**src/rtl/core/ntc_a2c_pkg.sv**
```systemverilog
package ntc_a2c_pkg;

  localparam int unsigned RefW   = 13;
  localparam int unsigned OhmW   = 20;
  localparam int unsigned BetaW  = 14;
  localparam int unsigned TempW  = 19;
  localparam int unsigned CfgIdxW = 3;
  localparam int unsigned CfgDataW = 20;

  // Products of resistor and divider voltage, and their log2 in Q.16.
  localparam int unsigned ProdW  = OhmW + RefW;
  localparam int unsigned ExpW   = 6;
  localparam int unsigned FracW  = 16;
  localparam int unsigned LogW   = ExpW + FracW;

  // Quotient bits kept by the divider; anything larger saturates anyway.
  localparam int unsigned QuotW  = 18;

  localparam logic [24:0] KT0Ln2   = 25'd13543790;
  localparam logic [14:0] T0Centi  = 15'd29815;
  localparam logic signed [TempW-1:0] ZeroCCenti = 19'sd27315;
  localparam logic signed [TempW-1:0] TempMax    = 19'sd150000;
  localparam logic signed [TempW-1:0] TempMin    = -19'sd27315;

  typedef enum logic [CfgIdxW-1:0] {
    CfgRefMv   = 3'd0,
    CfgRfix    = 3'd1,
    CfgR25     = 3'd2,
    CfgBeta    = 3'd3,
    CfgOnTop   = 3'd4
  } cfg_idx_e;

  typedef struct packed {
    logic [RefW-1:0]  ref_mv;
    logic [OhmW-1:0]  rfix;
    logic [OhmW-1:0]  r25;
    logic [BetaW-1:0] beta;
    logic             on_top;
  } cfg_t;

endpackage

```
**src/rtl/core/ntc_a2c_front.sv**
```systemverilog
module ntc_a2c_front #(
  parameter int unsigned SAMPLE_BITS = 8
) (
  input  logic                              clk_i,
  input  logic                              en_i,
  input  ntc_a2c_pkg::cfg_t                 cfg_i,
  input  logic [SAMPLE_BITS-1:0]            sample_i,
  output logic [ntc_a2c_pkg::ProdW-1:0]     num_prod_o,
  output logic [ntc_a2c_pkg::ProdW-1:0]     den_prod_o
);

  localparam int unsigned RW = ntc_a2c_pkg::RefW;
  localparam int unsigned PW = ntc_a2c_pkg::ProdW;
  localparam longint unsigned Fs = (64'd1 << SAMPLE_BITS) - 64'd1;
  localparam int unsigned XW = SAMPLE_BITS + RW;
  localparam int unsigned MW = XW + 1;
  localparam int unsigned Shift = XW + SAMPLE_BITS;
  localparam logic [XW-1:0] Half = XW'(Fs / 64'd2);
  // Reciprocal of full scale, rounded up; exact floor for every x below 2^XW.
  localparam logic [MW-1:0] Recip = MW'(((64'd1 << Shift) + Fs - 64'd1) / Fs);

  logic [XW-1:0]    x_d, x_q;
  logic [XW+MW-1:0] scaled;
  logic [RW-1:0]    v_d, v_q;
  logic [RW-1:0]    ref_m1, v_clamp;
  logic [RW-1:0]    num_d, num_q, den_d, den_q;
  logic [PW-1:0]    pa_d, pa_q, pb_d, pb_q;

  assign x_d = XW'(sample_i) * XW'(cfg_i.ref_mv) + Half;

  assign scaled = {{MW{1'b0}}, x_q} * {{XW{1'b0}}, Recip};
  assign v_d    = scaled[Shift +: RW];

  always_comb begin
    ref_m1 = cfg_i.ref_mv - RW'(1);
    if (v_q == '0) begin
      v_clamp = RW'(1);
    end else if (v_q > ref_m1) begin
      v_clamp = ref_m1;
    end else begin
      v_clamp = v_q;
    end
    if (cfg_i.on_top) begin
      num_d = cfg_i.ref_mv - v_clamp;
      den_d = v_clamp;
    end else begin
      num_d = v_clamp;
      den_d = cfg_i.ref_mv - v_clamp;
    end
  end

  assign pa_d = PW'(cfg_i.rfix) * PW'(num_q);
  assign pb_d = PW'(cfg_i.r25) * PW'(den_q);

  always_ff @(posedge clk_i) begin
    if (en_i) begin
      x_q   <= x_d;
      v_q   <= v_d;
      num_q <= num_d;
      den_q <= den_d;
      pa_q  <= pa_d;
      pb_q  <= pb_d;
    end
  end

  assign num_prod_o = pa_q;
  assign den_prod_o = pb_q;

endmodule

```
**config.mk**
```make
export PLATFORM = sky130hd
export DESIGN_NAME = ntc_a2c_front
export DESIGN_NICKNAME = d
export VERILOG_FILES = /design/src/rtl/core/ntc_a2c_pkg.sv /design/src/rtl/core/ntc_a2c_front.sv
export SDC_FILE = /design/constraint.sdc
export NUM_CORES = 2
export LEC_CHECK = 0
export BUFFER_PORTS_ARGS = -buffer_cell sky130_fd_sc_hd__buf_4
export CORE_UTILIZATION = 25
export DETAILED_ROUTE_END_ITERATION = 8
export PLACE_DENSITY = 0.39
export RECOVER_POWER = 25
export SLEW_MARGIN = 25
export SYNTH_ARGS = -nofsm -noshare
export SYNTH_HDL_FRONTEND = slang
export SYNTH_SLANG_ARGS = --single-unit
```
**constraint.sdc**
```tcl
create_clock -name clk_i -period 7.6 [get_ports clk_i]
set_input_delay 2.28 -clock clk_i [delete_from_list [all_inputs] [get_ports clk_i]]
set_output_delay 2.28 -clock clk_i [all_outputs]
set_load 0.005 [all_outputs]
```
* After elaboration in Yosys (flattened, before gate mapping)
Index checks and enable logic that the tools add are counted.
** Word-level totals
- Flip-flop bits (word level) :: 126
- Bits of input ports :: 78
- Output and inout bits :: 66
- Logic and storage cells :: 19
** Operators by class
- Add/subtract/negate cells :: 3
- Multiply operators :: 4
- Order comparisons :: 1
- Muxes and demuxes :: 4
- Reductions and logical operators :: 1
** Operators by type and width (number)
- 20-bit by 13-bit multiplier with 33-bit output :: 2
- 13-bit two-way mux :: 4
- 21-bit by 22-bit multiplier with 42-bit output, second input constant :: 1
- 21-bit by 7-bit adder with 21-bit output, second input constant :: 1
- 8-bit by 13-bit multiplier with 21-bit output :: 1
- 13-bit > comparator :: 1
- 13-bit zero test :: 1
- 13-bit by 1-bit subtractor with 13-bit output, second input constant :: 1
- 13-bit subtractor :: 1

* Depth between registers and ports, before layout
- Word-level depth :: 6
- Mapped depth :: 27
- Mapped depth without buffers :: 25

* Least setup slack after synthesis
Ideal clock, no wire load.
- Path type :: input to register
- Start :: in cfg_i[43] (netlist bit)
- End :: reg pa_q[32] (netlist: num_prod_o[32]), data pin
- Arrival time :: 7376 ps
- Required time :: 7341 ps
- Setup slack :: -35 ps
- Stages :: 21
- Path buffers :: 1
- Cell sequence :: clkbuf_1 -> and2_1 -> fa_1 -> inv_1 -> fa_1 -> inv_1 -> fa_1 -> fa_1 -> inv_1 -> fa_1 -> inv_1 -> ha_1 -> nor3_1 -> nor3_1 -> a211o_1 -> a221o_2 -> a211oi_4 -> a21oi_2 -> o22ai_4 -> nor2_1 -> a211o_1
** On the way
- Longest elaborated chain between the ends :: 1
** Ends and longest elaborated chain
- from (decl) :: RTL line ntc_a2c_front.sv:6 : input ntc_a2c_pkg::cfg_t cfg_i,
- 20-bit by 13-bit multiplier with 33-bit output :: RTL line ntc_a2c_front.sv:52 : assign pa_d = PW'(cfg_i.rfix) * PW'(num_q);
- via pa_d[32] :: RTL line ntc_a2c_front.sv:27 : logic [PW-1:0] pa_d, pa_q, pb_d, pb_q;
- to (signal assigned) :: RTL line ntc_a2c_front.sv:61 : pa_q <= pa_d;
- to (decl) :: RTL line ntc_a2c_front.sv:27
The timed path passes the listed nets, and every way through them passes these cells.
A chain may end at the register's enable or synchronous reset.

* Worst setup path after layout
- Start :: in cfg_i[44] (netlist bit)
- End :: reg pa_q[32] (netlist: num_prod_o[32]), data pin
The elaborated chain is that of the path after synthesis.

==> flow_metrics.py <==
metrics = {
    "setup_path": {
        "startpoint_type": "input port",
        "slowest_stage": "fa_1",
        "crit_family": "adder cells",
        "critPathMaxStageDelay_ps": 540,
        "cp_num_buf_inv": 6,
        "arrival_ps": 7650,
        "criticalPathCategory": "in2reg",
        "path_cells": "buf_4, and2_1, fa_1, inv_1, fa_1, inv_1, fa_1, fa_1, inv_1, fa_1, inv_1, ha_1, nor3_2, nor3_1, a211o_1, a221o_2, a211oi_4, buf_6, a21oi_2, o22ai_4, nor2_1, a211o_1",
        "required_ps": 7830,
        "endpoint_kind": "flop",
        "cp_common_cell": "fa_1",
        "cp_max_fo": 5,
    },
    "synthesis": {
        "syn_area_sq_mm": 0.0276,
        "synth-seq-cells": 126,
        "synth.top_cells.by_area": "fa_1, ha_1, edfxtp_1",
        "yosys_warnings": 0,
        "synth_edf_count": 126,
        "ys.flop_type": "edfxtp_1",
        "synth_nets": 3875,
        "yosysTopAreaCell": "fa_1",
        "synth_cell_types": 68,
        "async_reset_ff_share_pct": 0,
        "synth_common_cells": "inv_1, fa_1, nand2_1",
        "syn_area_per_cell_sq_um": 9.28,
        "syn_inst": 2970,
        "yosysTopAreaCellShare_pct": 35.1,
        "synth.most_common_cell": "inv_1",
        "seq_area_frac_synth_pct": 13.7,
    },
    "clock_tree": {
        "cts_sinks": 126,
        "cts-htree-levels": 4,
        "cts_buffer_depth": 2,
        "clockRootBuffer": "clkbuf_16",
        "cts_tree": "built",
        "clk_pin_slew_ps": 70,
        "cts_made_buffers": 17,
        "clkLatencyLatePin_ps": 480,
    },
    "drt": {
        "dr.first_iter.drc_count": 671,
        "viasPerCell": 4.14,
        "drcViolationCount": 0,
        "dr.pass1.iters": 5,
        "num_vias": 19600,
        "wirelength_um": 72500,
        "drtAntennaViolNets": 0,
        "avgRoutedWirePerCell_um": 15.3,
    },
    "sta": {
        "hold_violations": 0,
        "grt_setup_unrepaired": "yes",
        "skew_ps": 12.2,
        "finalCriticalPeriod_ps": 7420,
        "drv_slew": 69,
        "relSlewSlack_pct": -193,
        "period_share_pct": 97.7,
        "setup_viol": 0,
        "timing.fmax_mhz": 135,
        "setup_ws_ps": 178,
        "tightestPinTransition_ps": 4400,
    },
    "floorplan": {
        "core_area_sq_mm": 0.109,
        "initial_core_util_pct": 25.3,
        "ios": 144,
        "die_w_um": 334,
        "rows": 121,
        "die_area_sq_mm": 0.112,
        "die_h_um": 334,
    },
    "grt": {
        "grt-ovfl-total": 0,
        "grt_usage_pct": 13.6,
        "grt_start_max_net_pins": 69,
        "grt_pass1_vias": 21300,
        "grt_pass1_wl_um": 118000,
        "grt_antenna_before_repair": 1,
    },
    "place": {
        "place_area_sq_mm": 0.0320,
        "dp_hpwl_um": 61300,
        "pre_cts_slack_ps": -530,
        "dpl.cell_count": 4712,
        "gp_congestion": 0.766,
        "numPortBuffers": 129,
    },
    "hold_path": {
        "hp-class": "reg2reg",
    },
    "flow_run": {
        "max-cap-violations": 1,
    },
    "layout": {
        "drive_above_1_share_pct": 13.8,
        "diodes": 0,
        "area_growth_pct": 18.5,
        "final_nets": 4162,
        "final.fill_count": 11700,
        "finalNonFillerCells": 4745,
        "finalInstanceArea_sq_mm": 0.0327,
    },
    "run_status": {
        "violations": "capacitance limit, slew limit",
        "status": "complete, but fails checks",
    },
}
[per-layer routing]
metal,global-route usage (%),share of wire [%],wire (um),vias up
li1,-,-,-,9709
met1,18.6,50,35900,9722
met2,22.8,47,34000,168
met3,1.74,2.1,1540,41
met4,3.24,1.5,1100,2
met5,0,0.018,13,-
[through the flow]
stage          TNS, ps  util [%]  hold WS, ps
2_1_floorplan        0         -          580
3_3_place_gp     -7750      29.3          756
3_5_place_dp     -7520      29.3          757
4_1_cts              0      29.9          753
5_1_grt          -34.6      29.9          760
6_report             0      29.9          724
[state kept, by name, summed over array words and instances, names as in the netlist]
signal	flops
den_q	13
num_prod_o	33
v_q	13
num_q	13
den_prod_o	33
x_q	21
[timing repair]
action / 4_1_cts / 5_1_grt
resized for setup: 0 / 20
hold buffers: 0 / 0
setup endpoints to repair: 0 / 19
buffers inserted: 0 / 2
[worst register-to-register path, stage by stage, from the launching register on]
cell and delay (ps):
edfxtp_1 760, and2_1 380, fa_1 530, inv_1 70, fa_1 480, inv_1 50, fa_1 540, fa_1 560
inv_1 50, fa_1 470, inv_1 40, ha_1 280, a21o_1 190, a21oi_1 180, inv_1 70, a311oi_2 290
buf_4 170, o211ai_1 230, nand3_1 230, buf_4 130, nand2_1 70, a211oi_1 310, xnor2_1 120
[cells by family after synthesis]
family | share of synthesized area, %
xor gates and xnor gates | 3.11
adders and majority gates | 50.7
AOI/OAI and AO/OA | 6.36
and+or+nand+nor | 15.3
DFF | 13.7
buffers and inverters | 10.6
muxes | 0.299
[placed cells by master (no fill, tap or decap), types with 3 or more instances in the layout]
cell,n
a211oi_1,8
nand3b_1,4
nand2b_1,8
inv_1,650
a21oi_1,70
o21ai_0,38
nor3_1,18
fa_1,483
a211o_1,6
and4_1,3
and3_1,11
buf_12,11
xor2_1,35
a21o_1,38
ha_1,343
o21bai_1,12
nor2b_1,11
nand3_1,32
or3_1,9
clkbuf_16,17
xnor2_1,63
a31o_2,4
a31oi_1,8
clkinvlp_4,3
nand2_1,415
clkbuf_4,5
o211ai_1,5
edfxtp_1,126
o21a_1,13
nand4_1,8
o21ai_1,30
bufinv_16,3
nor2_1,58
buf_4,371
and2_1,267
clkbuf_1,7
nor4_1,3
mux2i_1,6
or4_1,3
[cell type report]
cell class	instances	area, sq um	area share, %
timing repair buffer	392	3070	9.39
multi-input combinational	2070	21000	64.2
clock inverter	11	143	0.436
sequential	126	3780	11.6
inverter	650	2440	7.46
clock buffer	20	437	1.34
tap	1476	1850	5.65
[worst paths after layout]
check / startpoint / to / slack [ps] / cells past startpoint
worst min-delay path: x_q[20]$_DFFE_PP_ / v_q[12]$_DFFE_PP_ / 720 / 1
worst min register to register: x_q[20]$_DFFE_PP_ / v_q[12]$_DFFE_PP_ / 720 / 1
worst max register to register: den_q[1]$_DFFE_PP_ / den_prod_o[30]$_DFFE_PP_ / 1140 / 22
worst max-delay path: cfg_i[44] / num_prod_o[32]$_DFFE_PP_ / 180 / 22
Power is not shown: default switching activity piles up to over one toggle a cycle in this logic, so the estimate is an artifact.
